--- src/design/pfp_ram.sv ---
// Generic single-write, single-read RAM with registered read data.
// No dependencies.
module pfp_ram #(
  parameter int WIDTH = 8,
  parameter int DEPTH = 64
) (
  input  logic                     clk,
  input  logic                     we,
  input  logic [$clog2(DEPTH)-1:0] waddr,
  input  logic [WIDTH-1:0]         wdata,
  input  logic                     re,
  input  logic [$clog2(DEPTH)-1:0] raddr,
  output logic [WIDTH-1:0]         rdata
);

  logic [WIDTH-1:0] mem [DEPTH];

  always_ff @(posedge clk) begin
    if (we) begin
      mem[waddr] <= wdata;
    end
    if (re) begin
      rdata <= mem[raddr];
    end
  end

endmodule

--- config.mk ---
export PLATFORM = sky130hd
export DESIGN_NAME = pfp_ram
export DESIGN_NICKNAME = d
export VERILOG_FILES = /design/src/design/pfp_ram.sv
export SDC_FILE = /design/constraint.sdc
export NUM_CORES = 1
export LEC_CHECK = 0
export ABC_AREA = 0
export BUFFER_PORTS_ARGS = -buffer_cell sky130_fd_sc_hd__buf_2
export CORE_MARGIN = 1.5
export CORE_UTILIZATION = 40
export CTS_BUF_LIST = sky130_fd_sc_hd__clkbuf_4
export DETAILED_ROUTE_END_ITERATION = 8
export GPL_TIMING_DRIVEN = 0
export PLACE_DENSITY_LB_ADDON = 0.15
export SKIP_LAST_GASP = 1
export SLEW_MARGIN = 20
export SYNTH_ARGS = -nofsm -noshare
export SYNTH_HDL_FRONTEND = slang
export SYNTH_SLANG_ARGS = --single-unit
--- constraint.sdc ---
create_clock -name clk -period 2.4 [get_ports clk]
set_input_delay 0.12 -clock clk [delete_from_list [all_inputs] [get_ports clk]]
set_output_delay 0.12 -clock clk [all_outputs]
set_load 0.02 [all_outputs]
==> impl_metrics.yaml <==
route:
  first_pass_iters: 9
  average_routed_wire_per_standard_cell_um: 27.9
  avgViaCountPerCell: 5.55
  post-route-drc-count: 0
  final_antenna_net_count: 0
  vias: 10400
  totalWireLength_mm: 52.2
  dr.first_iter.drc_count: 1114
cts:
  clk_latency_ns: 0.86
  clock-root-buffer: "clkbuf_4"
  cts_made_buffers: 135
  cts_setup_buffers: 0
  clockBufferDepth: 3
  cts-resized-gates: 0
  clk_transition_reported_paths_ns: 0.08
  htree_num_levels: 4
  cts_tree: "yes"
  numClockSinks: 520
sta:
  achievable-frequency_ghz: 0.431
  setup_violations: 0
  finClkSkew_ns: 0.0445
  rsz_0062_raised_after_global_routing: "false"
  fin_crit_ns: 2.32
  hold_viol_final: 0
  final-max-slew-violation-count: 0
  tightest_slew_ns: 1.03
  layout_worst_path_cycle_share_pct: 96.6
  hold_slack_ns: 0.0622
  max-slew-margin-rel_pct: 31.2
worst_setup_path:
  worstSetupStartpointType: "input pin"
  end_kind: "flip-flop"
  regToRegEndpoint: "rdata[4]"
  reg2reg_depth: 5
  cp.required_ns: 2.94
  critical_path.reg2reg.startpoint: "mem[21][4]"
  critical_path.max_fanout: 10
  critPathArrivalTime_ns: 2.86
  reg2reg_slack_ns: 0.12
  path_class: "input pin to flip-flop"
cells_and_area:
  fin_cells: 1872
  multiInputGateArea_um2: 4330
  seq_area_um2: 15600
  syn2layout_area_growth_pct: 13.5
  layout-drive-gt1-share_pct: 33.3
  top_library_cells_by_usage_in_the_layout_fill_and_taps_aside: "edfxtp_1 (520), clkbuf_4 (190), mux4_2 (126)"
  mostFrequentLayoutCell: "edfxtp_1"
  final.fill_count: 4381
  finalNetCount: 1139
place:
  gp_routability_congestion: 0.885
  post-place-cells: 1636
  buffer_ports.inserted: 22
  hpwl_mm: 32.7
logic_synthesis:
  syn-instance-count: 940
  syn-mean-instance-area_um2: 21.5
  most_area_hungry_cell_type_in_the_yosys_netlist: "edfxtp_1"
  synth.yosys.seq_area_share_pct: 77.1
  post_synth_xor_area_fraction_pct: 0
  synth_cell_type_count: 39
  post_synth_mux_area_share_pct: 15.9
  netlist_top_cells_area: "edfxtp_1 (77%), mux4_2 (14%), nor2_1 (1.5%), mux2i_1 (1.1%), mux2_2 (0.72%)"
  synth_adder_area_share_pct: 0
  postSynth.asyncResetShare_pct: 0
  yosys_warnings: 0
  synth_top_family_by_area: "multiplexers"
  synth_nets: 963
  compound_cell_area_share_of_the_yosys_netlist_pct: 2.06
  synth-simple-area-share_pct: 3.37
  synth.cell_area_um2: 20200
  synth_top_cell_area_share_pct: 77.1
  synth_top_flop_cell: "edfxtp_1"
  synth_seq_cells: 520
  post_synth_edffs: 520
hold_path:
  hold_path_end: "rdata[5]"
  min_delay_path_depth: 4
  hold_path_class: "input pin to flip-flop"
  min_from: "raddr[4]"
pwr:
  peakVddDrop_uv: 298
  switching_share_pct: 22.8
  power.share.clock_pct: 39.2
  switchingPower_mw: 4.18
  power_internal_mw: 14.2
  power_per_cell_area_nw_per_um2: 798
  power.static_leakage_nw: 7.26
  combPwrFrac_pct: 5.8
  power_frac_seq_pct: 55.0
global_route:
  grt_max_degree: 65
  grt_pass1_vias: 10700
  antenna_violations_before_repair: 6
  sum_of_overflow_across_all_layers_after_global_routing: 0
  grt_first_pass_wirelength_mm: 75.3
  global_route.usage.total_pct: 20.6
floorplan:
  die_y_um: 228
  die_w_um: 228
  floorplan.core_area_um2: 50100
  design.portCount: 31
  area_enclosed_by_the_die_boundary_um2: 52000
  std_cell_rows: 82
  start_util_pct: 40.4
job:
  drv.max_cap_violation_count: 0
status:
  run_status: "completed"
## routing by layer
layer,up-vias,GRT usage [%],routed length [um]
met5,-,0,31
li1,4380,-,-
met2,433,31.0,24200
met3,89,6.02,4180
met1,5478,28.4,22400
met4,4,7.86,1380
## cell type report
cell class	instances	share of cell area, %
flip-flops and latches	520	67.9
multi-input cells	369	18.8
clock buffers	190	6.21
well taps	672	3.66
plain buffers	51	1.38
repair buffers	39	1.37
clock inverters	28	0.593
diodes	3	0.0327
## synth_stat cells (8+ instances only)
cell / number
edfxtp_1: 520
mux4_2: 126
nor2_1: 83
mux2i_1: 23
nand2_1: 19
clkbuf_1: 17
nor2b_1: 14
buf_4: 13
mux2_2: 13
nand3_1: 13
buf_2: 11
o221ai_1: 8
o22ai_1: 8
## worst max path at each step
stage	cells after the start	to	startpoint
after global routing	8	rdata[6]	raddr[1]
final	8	rdata[4]	raddr[1]
after floorplan	7	rdata[3]	raddr[1]
after global placement	8	rdata[6]	raddr[1]
after CTS	5	rdata[4]	mem[21][4]
after detailed placement	8	rdata[4]	raddr[1]
## repair_timing
item / 4_1_cts / 5_1_grt
hold buffers: 12 / 3
hold endpoints to repair: 354 / 192
endpoints found under the setup margin: 0 / 0
## per-stage QoR
stage          TNS [ns]  area, um2  power, mW  setup WS (ns)  util [%]
3_5_place_dp     -10.57      21300       11.3         -0.763      42.5
4_1_cts               0      22900       18.5          0.138      45.8
3_3_place_gp      -6.89      21200       11.3         -0.764      42.3
2_1_floorplan         0      20200       10.8          0.474         -
5_1_grt               0      23000       19.0         0.0236      45.9
6_report              0      23000       18.3         0.0815      45.9
## power by group through the flow
stage | clock, mW | sequential [mW] | combinational [mW]
finish | 7.20 | 10.1 | 1.06
global route | 7.84 | 10.1 | 1.12
CTS | 7.37 | 10.1 | 1.06
detailed placement | 0 | 10.3 | 1.04
global placement | 0 | 10.3 | 1.02
floorplan | 0 | 10.3 | 0.536
## cell families (layout without fill, tap and decap cells)
kind of cell    Yosys count  after routing
flops                   520            520
mux                     162            162
simple gates            153            153
compound gates           54             54
buf+inv                  51            308
other cells               0              3
## state kept, by name, indices dropped and copies added, names as in the netlist
signal and flops:
rdata 8, mem 512
## critical path, cell delays in order
cell and delay [ns]:
buf_4 0.21, buf_2 0.43, buf_1 0.74, nand2_1 0.36, o221ai_1 0.28, nor2_1 0.13
nor3_1 0.32, o32ai_1 0.23
(Power assumes the default switching activity.)
