**src/design/pfp_pkg.sv**
```systemverilog
// Package for the preamble frame parser: sizes, CRC constants and shared types.
// No dependencies; every other file but pfp_ram imports it.
package pfp_pkg;

  localparam int MAX_PAYLOAD    = 32;
  localparam int PREAMBLE_BYTES = 4;
  localparam int POS_W          = $clog2(PREAMBLE_BYTES);
  localparam int IDX_W          = $clog2(MAX_PAYLOAD);
  localparam int CNT_W          = $clog2(MAX_PAYLOAD + 1);
  localparam int LEN_W          = 6;
  localparam int BUF_DEPTH      = 2 * MAX_PAYLOAD;
  localparam int BUF_AW         = $clog2(BUF_DEPTH);

  localparam logic [31:0] CRC_POLY       = 32'hEDB88320;
  localparam logic [31:0] CRC_INIT       = 32'hFFFFFFFF;
  localparam logic [31:0] PREAMBLE_RESET = 32'hDDCCBBAA;

  typedef struct packed {
    logic [7:0]       src;
    logic [LEN_W-1:0] len;
    logic             bank;
  } frame_desc_t;

  typedef struct packed {
    logic              en;
    logic [BUF_AW-1:0] addr;
    logic [7:0]        data;
  } buf_wr_t;

  function automatic logic [31:0] crc_byte(input logic [31:0] crc_in, input logic [7:0] b);
    logic [31:0] c;
    c = crc_in ^ {24'd0, b};
    for (int i = 0; i < 8; i++) begin
      c = (c >> 1) ^ (c[0] ? CRC_POLY : 32'd0);
    end
    return c;
  endfunction

endpackage

```
**src/design/pfp_desc_fifo.sv**
```systemverilog
// Two-entry queue of accepted frame descriptors between parser and emitter.
// Depends on pfp_pkg.
module pfp_desc_fifo import pfp_pkg::*; (
  input  logic        clk,
  input  logic        rst,
  input  logic        push,
  input  frame_desc_t push_desc,
  output logic        full,
  input  logic        pop,
  output logic        head_valid,
  output frame_desc_t head_desc
);

  frame_desc_t entry [2];
  logic        wr_ptr;
  logic        rd_ptr;
  logic [1:0]  count;

  assign full       = count == 2'd2;
  assign head_valid = count != 2'd0;
  assign head_desc  = entry[rd_ptr];

  always_ff @(posedge clk) begin
    if (rst) begin
      wr_ptr <= 1'b0;
      rd_ptr <= 1'b0;
      count  <= 2'd0;
    end else begin
      if (push) begin
        entry[wr_ptr] <= push_desc;
        wr_ptr        <= ~wr_ptr;
      end
      if (pop) begin
        rd_ptr <= ~rd_ptr;
      end
      if (push && !pop) begin
        count <= count + 2'd1;
      end else if (pop && !push) begin
        count <= count - 2'd1;
      end
    end
  end

endmodule

```
**config.mk**
```make
export PLATFORM = sky130hd
export DESIGN_NAME = pfp_desc_fifo
export DESIGN_NICKNAME = d
export VERILOG_FILES = /design/src/design/pfp_pkg.sv /design/src/design/pfp_desc_fifo.sv
export SDC_FILE = /design/constraint.sdc
export NUM_CORES = 1
export LEC_CHECK = 0
export CAP_MARGIN = 20
export CELL_PAD_IN_SITES_DETAIL_PLACEMENT = 0
export CELL_PAD_IN_SITES_GLOBAL_PLACEMENT = 1
export CORE_UTILIZATION = 53
export DETAILED_ROUTE_END_ITERATION = 16
export DONT_BUFFER_PORTS = 1
export GPL_ROUTABILITY_DRIVEN = 1
export PLACE_DENSITY = 0.83
export SKIP_CTS_REPAIR_TIMING = 1
export SYNTH_ARGS = -nofsm -noshare
export SYNTH_HDL_FRONTEND = slang
export SYNTH_SLANG_ARGS = --single-unit
```
**constraint.sdc**
```tcl
create_clock -name clk -period 5.55 [get_ports clk]
set_clock_uncertainty 0.05 [all_clocks]
set_input_delay 0.8325 -clock clk [delete_from_list [all_inputs] [get_ports clk]]
set_output_delay 0.8325 -clock clk [all_outputs]
set_load 0.05 [all_outputs]
```
==> results_tabular.tex, run 1 <==
\begin{tabular}{lr}
\hline
Metric & Value \\
\hline
\multicolumn{2}{l}{\textbf{Clocking}} \\
TritonCTS Sinks & 35 \\
Clock tree from TritonCTS & done \\
Insertion delay of the later-clocked pin in the worst-skew pair & about 330 ps \\
Clk root buf & clkbuf\_4 \\
CTS buffer count & 5 \\
CTS H-tree depth & 2 \\
CTS clk-pin slew, worst paths & 100 ps \\
Buffer depth of the longest clock path & 2 \\
\multicolumn{2}{l}{\textbf{Final layout}} \\
Share of post-route cells with drive strength above 1 & 0.316 \\
Commonest non-fill, non-tap cell in the layout & edfxtp\_1 \\
Cell area after layout & about 1400 sq um \\
Number of nets in the layout & between 90 and 100 \\
Area Overhead vs Synth & 6.76\% \\
Commonest cells after routing, fill and taps aside & edfxtp\_1, mux2\_2, dfxtp\_1, clkbuf\_4, nor2\_1 \\
Finished Core Util & 0.614 \\
Antenna diodes & 0 \\
\multicolumn{2}{l}{\textbf{Logic synthesis}} \\
Fraction of the mapped netlist area in adder cells & 0.00965 \\
Synthesized Nets & approximately 90 \\
Register bit count reported by yosys & 35 \\
Complex-gate fraction of the synthesized area & 0.00772 \\
Xor/xnor share of the synthesized area & 0.0270 \\
Post-synthesis cell area & 1300 sq um \\
Synth unique cells & 17 \\
Dominant combinational cell family by area after synthesis & multiplexers \\
Number of instances in the synthesized netlist & 69 \\
Mean area per synthesized cell & about 19 sq um \\
Proportion of synthesized area in mux cells & 0.130 \\
Simple logic cell fraction of the synthesized area & 0.0405 \\
Portion of the post-synthesis area used by sequential elements & 0.772 \\
Yosys warning total & 0 \\
\multicolumn{2}{l}{\textbf{Drt}} \\
Number of DRC violations after detailed-routing iteration 0 & 13 \\
Via count & 580 \\
Number of design rule violations left after detail routing & 0 \\
Final Routed Wirelength & between 1.5 and 2 mm \\
Detailed-router iteration count before antenna repair & 3 \\
Vias per cell & 5.58 \\
Routed wire length per instance & 16.2 um \\
Antenna-violating nets left & 0 \\
\multicolumn{2}{l}{\textbf{Power}} \\
Switching share of total power & 0.277 \\
Portion of total power attributed to sequential cells & 0.610 \\
Switching Power & 0.140 mW \\
P per Cell Area & between 300 and 400 nW/um\^{}2 \\
Part of the power in the clock network & 0.239 \\
Leakage component of the power & 0.468 nW \\
Max rail drop VDD & 239 uV \\
Relative contribution of combinational cells to total power & 0.152 \\
Internal power consumption & approximately 0.37 mW \\
\multicolumn{2}{l}{\textbf{Global route}} \\
Number of antenna violations at the first check in global routing & 0 \\
Met1 demand-to-capacity share in global routing & 0.146 \\
Global-route wire length before repair & about 2.6 mm \\
Most utilized layer in the global route result & met2 \\
Remaining global-route overflow & 0 \\
Via count of the first global-routing pass & between 600 and 700 \\
Met3 capacity usage during global routing & 0.0655 \\
Met2 routing resource usage after global routing & 0.236 \\
All-layer global routing usage & 0.149 \\
Maximum number of pins on one net before global-route repair & 16 \\
\multicolumn{2}{l}{\textbf{Critical path}} \\
Capturing element type of the critical path & output port \\
Data required time of the worst path & around 4700 ps \\
Class of the most critical setup path & reg2out \\
Worst R2R Setup Slack & around 4100 ps \\
Worst Reg2Reg Path Length in Cells & 1 \\
Slowest stage delay, CP & $\sim$770 ps \\
Crit path max-delay cell type & dfxtp\_1 \\
Combined buffer and inverter count along the critical path & 0 \\
Critical path, cell by cell & mux2\_2 \\
Beginning of the worst register-to-register path & wr\_ptr \\
Top cell family by delay on the critical path & flip-flops \\
Number of gates on the worst path with buffers counted & 1 \\
CP endpoint & head\_desc[1] \\
Worst-path fanout max & 15 \\
Startpoint type of the worst setup path & flop \\
WP data arrival & 1650 ps \\
Worst flop-to-flop path endpoint & entry[1][0] \\
\multicolumn{2}{l}{\textbf{Timing}} \\
RSZ-0062 raised after global routing & no \\
Final max-slew violation count & 0 \\
Setup TNS after final layout & 0 ps \\
Final Worst Setup Slack & between 3000 and 4000 ps \\
Hold Vio Cnt, Final & 0 \\
Max-Slew Margin vs Limit & 0.527 \\
Maximum frequency from static timing analysis & 395 MHz \\
Crit path time final & between 2000 and 3000 ps \\
Share of the cycle needed by the critical path after routing & 0.456 \\
Transition time at the pin with the least slew margin & a little over 700 ps \\
Endpoints failing setup & 0 \\
\multicolumn{2}{l}{\textbf{Worst hold path}} \\
HP Class & reg2reg \\
\multicolumn{2}{l}{\textbf{Floorplanning}} \\
Starting density of the core & 0.575 \\
Io pins & 36 \\
Core ar. & 2250 sq um \\
Row cnt & 17 \\
Vertical die dimension & 51.5 um \\
Full die area & 2650 sq um \\
DIE WIDTH & between 50 and 60 um \\
\multicolumn{2}{l}{\textbf{Place}} \\
Standard cell area after detailed placement & between 1000 and 1500 sq um \\
Detailed placer's ending HPWL & roughly 1.1 mm \\
Gp weighted congestion & 0.574 \\
Pre-CTS setup slack & between 3000 and 4000 ps \\
Count of input and output buffers & 0 \\
\multicolumn{2}{l}{\textbf{Outcome}} \\
Run status & complete, no violations \\
\multicolumn{2}{l}{\textbf{Flow run}} \\
Count of maximum capacitance violations & 0 \\
\hline
\end{tabular}
==> worst min-delay path by stage <==
stage                         from  endpoint  slack, ps  cells after the start
after floorplan           count[1]  count[1]        410                      2
after global placement    count[1]  count[1]        430                      2
after detailed placement  count[1]  count[1]        440                      2
after CTS                 count[1]  count[1]        460                      2
after global routing      count[1]  count[1]        490                      2
final                     count[1]  count[1]        450                      2
==> flip-flops by register name, indices dropped and copies added (netlist names), named ones only <==
register / flops
entry: 30
count: 2
wr_ptr: 1
rd_ptr: 1
==> metrics by stage <==
stage / hold slack, ps / power (mW) / cells
after floorplan: 406 / 0.385 / 69
final: 452 / 0.506 / 104
after detailed placement: 443 / 0.391 / 95
after global placement: 434 / 0.390 / 95
after global routing: 489 / 0.523 / 104
after CTS: 459 / 0.508 / 103
==> power by group through the flow <==
stage,combinational [mW],sequential (mW),clock [mW]
global route,0.0799,0.310,0.133
global placement,0.0763,0.314,0
finish,0.0768,0.308,0.121
detailed placement,0.0761,0.315,0
floorplan,0.0766,0.309,0
CTS,0.0764,0.309,0.123
==> kinds of logic after synthesis <==
logic type,count (synthesis)
buf+inv,3
simple gates,9
flops,35
mux,15
xor+xnor,4
compound gates,2
fa+ha+maj,1
==> metal layers <==
layer,vias to the layer above,share of wire
met4,0,0.035
met5,-,0
met3,7,0.094
met1,276,0.40
li1,272,-
met2,25,0.47
==> synth_stat cells <==
master    number  share of area
and3b_1        1         0.0068
buf_2          1         0.0039
ha_1           1         0.0097
mux2_2        15           0.13
inv_1          1         0.0029
xnor2_1        2          0.014
nor2_1         4          0.012
nor3b_1        1         0.0058
o21ai_0        1         0.0039
xor2_1         2          0.014
a21oi_1        1         0.0039
and2b_2        1         0.0068
or3_1          1         0.0048
buf_4          1         0.0058
edfxtp_1      30           0.69
dfxtp_1        5          0.077
or2_2          1         0.0048
==> area by class of cell <==
type                       instances  area [sq um]
fill                             183           871
sequential                        35          1000
tap                               28          35.0
clock inverter                     2          7.51
multi-input combinational         31           284
clock buffer                       6          41.3
timing repair buffer               1          11.3
inverter                           1          3.75
(Power assumes the default switching activity.)
==> run 2: changes to the inputs <==
--- a/config.mk
+++ b/config.mk
@@ -8,11 +8,11 @@
 export CAP_MARGIN = 20
 export CELL_PAD_IN_SITES_DETAIL_PLACEMENT = 0
 export CELL_PAD_IN_SITES_GLOBAL_PLACEMENT = 1
-export CORE_UTILIZATION = 53
+export CORE_UTILIZATION = 45
 export DETAILED_ROUTE_END_ITERATION = 16
 export DONT_BUFFER_PORTS = 1
 export GPL_ROUTABILITY_DRIVEN = 1
-export PLACE_DENSITY = 0.83
+export PLACE_DENSITY = 0.75
 export SKIP_CTS_REPAIR_TIMING = 1
 export SYNTH_ARGS = -nofsm -noshare
 export SYNTH_HDL_FRONTEND = slang
==> constraint.sdc (replaced) <==
create_clock -name clk -period 2.26 [get_ports clk]
set_clock_uncertainty 0.05 [all_clocks]
set_input_delay 0.339 -clock clk [delete_from_list [all_inputs] [get_ports clk]]
set_output_delay 0.339 -clock clk [all_outputs]
set_load 0.05 [all_outputs]
==> run 2 against run 1 <==
Flip-flop and latch count unchanged. Non-clock buffer count increased by 1. Wire length grew 3.6%. First-iteration DRC count is the same. Core utilization is 10 points lower. Setup slack worse by 2800 ps. Global-route usage is 2.4 points lower.
==> results_tabular.tex, run 2 (synthesis gave the netlist of run 1 again) <==
\begin{tabular}{lr}
\hline
Metric & Value \\
\hline
\multicolumn{2}{l}{\textbf{Clocking}} \\
CTS H-tree depth & 2 \\
Clk root buf & clkbuf\_4 \\
Buffer depth of the longest clock path & 2 \\
Insertion delay of the later-clocked pin in the worst-skew pair & between 300 and 400 ps \\
Clock tree from TritonCTS & done \\
CTS buffer count & 5 \\
CTS clk-pin slew, worst paths & approximately 90 ps \\
TritonCTS Sinks & 35 \\
\multicolumn{2}{l}{\textbf{Floorplanning}} \\
Starting density of the core & 0.474 \\
Io pins & 36 \\
Vertical die dimension & around 56 um \\
DIE WIDTH & around 56 um \\
Row cnt & 19 \\
Core ar. & roughly 2700 sq um \\
Full die area & 3100 sq um \\
\multicolumn{2}{l}{\textbf{Drt}} \\
Via count & 566 \\
Detailed-router iteration count before antenna repair & 4 \\
Vias per cell & about 5.2 \\
Antenna-violating nets left & 0 \\
Final Routed Wirelength & $\sim$1.8 mm \\
Number of design rule violations left after detail routing & 0 \\
Number of DRC violations after detailed-routing iteration 0 & 13 \\
Routed wire length per instance & around 16 um \\
\multicolumn{2}{l}{\textbf{Outcome}} \\
Run status & complete, no violations \\
\multicolumn{2}{l}{\textbf{Global route}} \\
All-layer global routing usage & 0.125 \\
Global-route wire length before repair & 2.69 mm \\
Via count of the first global-routing pass & roughly 600 \\
Number of antenna violations at the first check in global routing & 0 \\
Remaining global-route overflow & 0 \\
Maximum number of pins on one net before global-route repair & 16 \\
\multicolumn{2}{l}{\textbf{Final layout}} \\
Flip-flop count of the largest register after layout & 30 \\
Antenna diodes & 0 \\
Leading registers by flop count & entry x30, count x2 \\
Sequential standard cell area & 1000 sq um \\
Fill cell total of the finished layout & between 200 and 250 \\
Number of nets in the layout & 96 \\
Multi-input gate area & 284 sq um \\
Share of post-route cells with drive strength above 1 & 0.325 \\
Most flop-heavy register & entry \\
Commonest non-fill, non-tap cell in the layout & edfxtp\_1 \\
Commonest cells after routing, fill and taps aside & edfxtp\_1, mux2\_2, dfxtp\_1, clkbuf\_4, nor2\_1 \\
Area Overhead vs Synth & 7.63\% \\
\multicolumn{2}{l}{\textbf{Place}} \\
Gp weighted congestion & roughly 0.65 \\
Count of input and output buffers & 0 \\
Detailed placer's ending HPWL & about 1.2 mm \\
\multicolumn{2}{l}{\textbf{Power}} \\
P per Cell Area & roughly 890 nW/um\^{}2 \\
Leakage component of the power & 0.473 nW \\
Max rail drop VDD & roughly 600 uV \\
Overall power consumption & about 1.2 mW \\
\multicolumn{2}{l}{\textbf{Timing}} \\
RSZ-0062 raised after global routing & no \\
Setup TNS after final layout & 0 ps \\
Hold Vio Cnt, Final & 0 \\
Endpoints failing setup & 0 \\
Max-Slew Margin vs Limit & 0.532 \\
Share of the cycle needed by the critical path after routing & 0.882 \\
Transition time at the pin with the least slew margin & around 700 ps \\
Maximum frequency from static timing analysis & between 500 and 600 MHz \\
Crit path time final & approximately 2000 ps \\
Final max-slew violation count & 0 \\
\multicolumn{2}{l}{\textbf{Critical path}} \\
Crit path max-delay cell type & dfxtp\_1 \\
Top cell family by delay on the critical path & flip-flops \\
Worst flop-to-flop path endpoint & entry[1][9] \\
Critical path, cell by cell & mux2\_2 \\
Startpoint type of the worst setup path & flop \\
Capturing element type of the critical path & output port \\
Worst R2R Setup Slack & between 800 and 900 ps \\
WP data arrival & about 1600 ps \\
Worst Reg2Reg Path Length in Cells & 1 \\
Data required time of the worst path & 1870 ps \\
Slowest stage delay, CP & 750 ps \\
Worst-path fanout max & 15 \\
Combined buffer and inverter count along the critical path & 0 \\
Class of the most critical setup path & reg2out \\
Beginning of the worst register-to-register path & wr\_ptr \\
\multicolumn{2}{l}{\textbf{Worst hold path}} \\
Worst min-delay path endpoint & count[1] \\
Cell depth of the worst min-delay path & 1 \\
Worst Hold Launch & rst \\
HP Class & in2reg \\
\multicolumn{2}{l}{\textbf{Flow run}} \\
Count of maximum capacitance violations & 0 \\
\hline
\end{tabular}
run 2: how the worst max path moves through the flow:
stage          start            to  slack (ps)  cells after the start
2_1_floorplan   push   entry[0][0]         290                      1
3_3_place_gp    flop  head_desc[2]         610                      1
3_5_place_dp    flop  head_desc[4]         590                      1
4_1_cts         flop  head_desc[4]         210                      1
5_1_grt         flop  head_desc[0]         150                      1
6_report        flop  head_desc[4]         270                      1
run 2: layout make-up:
cell class | instances | share of cell area
Multi-Input combinational cell | 31 | 0.204
Inverter | 1 | 0.00269
Tap cell | 31 | 0.0278
Clock inverter | 1 | 0.00359
Clock buffer | 7 | 0.0323
Timing Repair Buffer | 2 | 0.0126
Sequential cell | 35 | 0.717
run 2: through the flow:
stage / utilization / instance area, sq um / setup WS (ps) / instances / hold WS (ps)
global placement: 0.488 / 1340 / 606 / 99 / 361
global route: 0.510 / 1400 / 148 / 108 / 0.895
CTS: 0.507 / 1390 / 211 / 107 / 3.77
floorplan: - / 1300 / 293 / 69 / 358
finish: 0.510 / 1400 / 267 / 108 / 27.6
detailed placement: 0.488 / 1340 / 589 / 99 / 363
run 2: metal layers:
layer	global-route usage	share of wire	routed length, um
met2	0.193	0.50	883
met5	0	0	0
met4	0.0643	0.011	19
met1	0.117	0.35	612
met3	0.102	0.13	235
run 2: where the power goes:
group | leakage, nW | switching (mW) | internal (mW) | total [mW]
registers | 0.317 | 0.0215 | 0.735 | 0.756
logic | 0.126 | 0.141 | 0.0488 | 0.190
clock network | 0.0293 | 0.179 | 0.121 | 0.300
==> run 3: changes to the inputs <==
--- a/config.mk
+++ b/config.mk
@@ -13,6 +13,7 @@
 export DONT_BUFFER_PORTS = 1
 export GPL_ROUTABILITY_DRIVEN = 1
 export PLACE_DENSITY = 0.75
+export RECOVER_POWER = 50
 export SKIP_CTS_REPAIR_TIMING = 1
 export SYNTH_ARGS = -nofsm -noshare
 export SYNTH_HDL_FRONTEND = slang
==> run 3 against run 2 <==
Clock power barely moved. Register-to-register slack worse by 180 ps. Global-route usage did not move. Final cell count unchanged. Via count rose by 0.53%. Total power down 0.11%. Fmax hardly changed. Core utilization is 0.32 points lower. Non-clock buffer count stayed put. Final area down 0.63%. Combinational power hardly changed. Critical endpoint unchanged.
==> results_tabular.tex, run 3 (synthesis gave the netlist of run 1 again) <==
\begin{tabular}{lr}
\hline
Metric & Value \\
\hline
\multicolumn{2}{l}{\textbf{Outcome}} \\
Run status & complete, no violations \\
\multicolumn{2}{l}{\textbf{Floorplanning}} \\
Io pins & 36 \\
Core ar. & 2730 sq um \\
Starting density of the core & 0.474 \\
DIE WIDTH & approximately 56 um \\
Row cnt & 19 \\
Full die area & slightly above 3000 sq um \\
Vertical die dimension & about 56 um \\
\multicolumn{2}{l}{\textbf{Final layout}} \\
Flip-flop count of the largest register after layout & 30 \\
Share of post-route cells with drive strength above 1 & 0.299 \\
Sequential standard cell area & $\sim$1000 sq um \\
Leading registers by flop count & entry x30, count x2 \\
Commonest cells after routing, fill and taps aside & edfxtp\_1, mux2\_2, dfxtp\_1, clkbuf\_4, nor2\_1 \\
Non-filler instance count after layout & 108 \\
Number of nets in the layout & 96 \\
Antenna diodes & 0 \\
Cell area after layout & $\sim$1400 sq um \\
Area Overhead vs Synth & 6.95\% \\
Finished Core Util & 0.507 \\
Most flop-heavy register & entry \\
Multi-input gate area & 279 sq um \\
Commonest non-fill, non-tap cell in the layout & edfxtp\_1 \\
Fill cell total of the finished layout & about 240 \\
\multicolumn{2}{l}{\textbf{Drt}} \\
Antenna-violating nets left & 0 \\
Final Routed Wirelength & 1.75 mm \\
Number of DRC violations after detailed-routing iteration 0 & 13 \\
Vias per cell & between 5 and 6 \\
Via count & 569 \\
Detailed-router iteration count before antenna repair & 4 \\
Routed wire length per instance & between 15 and 20 um \\
Number of design rule violations left after detail routing & 0 \\
\multicolumn{2}{l}{\textbf{Power}} \\
Max rail drop VDD & roughly 600 uV \\
Leakage component of the power & between 0.4 and 0.5 nW \\
Switching share of total power & 0.274 \\
Switching Power & around 0.34 mW \\
Internal power consumption & about 0.9 mW \\
Relative contribution of combinational cells to total power & 0.151 \\
Portion of total power attributed to sequential cells & 0.608 \\
Overall power consumption & 1.24 mW \\
P per Cell Area & 898 nW/um\^{}2 \\
Part of the power in the clock network & 0.241 \\
\multicolumn{2}{l}{\textbf{Place}} \\
Detailed placer's ending HPWL & 1.16 mm \\
Gp weighted congestion & about 0.65 \\
Number of placed instances with taps included & 99 \\
Pre-CTS setup slack & about 590 ps \\
Count of input and output buffers & 0 \\
Standard cell area after detailed placement & about 1300 sq um \\
\multicolumn{2}{l}{\textbf{Critical path}} \\
Data required time of the worst path & between 1500 and 2000 ps \\
Worst-path fanout max & 15 \\
WP data arrival & $\sim$1600 ps \\
Top cell family by delay on the critical path & flip-flops \\
Critical path, cell by cell & mux2\_2 \\
Capturing element type of the critical path & output port \\
Crit path max-delay cell type & dfxtp\_1 \\
Startpoint type of the worst setup path & flop \\
Slowest stage delay, CP & $\sim$750 ps \\
Beginning of the worst register-to-register path & wr\_ptr \\
Class of the most critical setup path & reg2out \\
Combined buffer and inverter count along the critical path & 0 \\
\multicolumn{2}{l}{\textbf{Clocking}} \\
CTS H-tree depth & 2 \\
Clock tree from TritonCTS & done \\
TritonCTS Sinks & 35 \\
Buffer depth of the longest clock path & 2 \\
Clk root buf & clkbuf\_4 \\
CTS buffer count & 5 \\
CTS clk-pin slew, worst paths & 90 ps \\
Insertion delay of the later-clocked pin in the worst-skew pair & roughly 310 ps \\
\multicolumn{2}{l}{\textbf{Timing}} \\
Worst-case hold slack & roughly 27 ps \\
Setup TNS after final layout & 0 ps \\
Hold Vio Cnt, Final & 0 \\
Final max-slew violation count & 0 \\
Share of the cycle needed by the critical path after routing & 0.882 \\
RSZ-0062 raised after global routing & no \\
Maximum frequency from static timing analysis & approximately 500 MHz \\
Endpoints failing setup & 0 \\
Final Worst Setup Slack & 266 ps \\
Transition time at the pin with the least slew margin & between 800 and 900 ps \\
Crit path time final & approximately 2000 ps \\
Max-Slew Margin vs Limit & 0.428 \\
\multicolumn{2}{l}{\textbf{Worst hold path}} \\
Worst Hold Launch & rst \\
HP Class & in2reg \\
\multicolumn{2}{l}{\textbf{Global route}} \\
Maximum number of pins on one net before global-route repair & 16 \\
Via count of the first global-routing pass & approximately 600 \\
Global-route wire length before repair & around 2.7 mm \\
All-layer global routing usage & 0.125 \\
Remaining global-route overflow & 0 \\
Number of antenna violations at the first check in global routing & 0 \\
\multicolumn{2}{l}{\textbf{Flow run}} \\
Count of maximum capacitance violations & 0 \\
\hline
\end{tabular}
==> run 3: cell count changes in the layout (fill, tap and decap cells not counted) <==
cell,change
nor3b_1,+1
nor3b_2,-1
clkbuf_1,+1
buf_4,-1
==> run 3: layout make-up <==
cell class              count  area share
clock buffers               7      0.0325
inverters                   1     0.00271
clock inverters             1     0.00361
multi-input cells          31       0.201
flip-flops and latches     35       0.722
repair buffers              2     0.00993
well taps                  31      0.0280
==> run 3: path summary, 6_finish.rpt <==
check / slack [ps] / end / cells after the start
worst min register to register: 450 / count[1] / 2
worst max register to register: 640 / entry[0][10] / 2
worst min-delay path: 30 / count[1] / 1
worst max-delay path: 270 / head_desc[4] / 1
==> run 3: power by group through the flow <==
stage	registers (mW)	clock network, mW	logic (mW)
4_1_cts	0.758	0.321	0.190
5_1_grt	0.761	0.350	0.196
3_5_place_dp	0.772	0	0.189
2_1_floorplan	0.759	0	0.188
6_report	0.756	0.300	0.188
3_3_place_gp	0.770	0	0.187
==> run 3: per-layer routing <==
metal | GRT usage | vias to the layer above | part of all wire
met1 | 0.117 | 268 | 0.36
met5 | 0 | - | 0
met2 | 0.193 | 28 | 0.50
met3 | 0.102 | 2 | 0.13
met4 | 0.0643 | 0 | 0.011
li1 | - | 271 | -
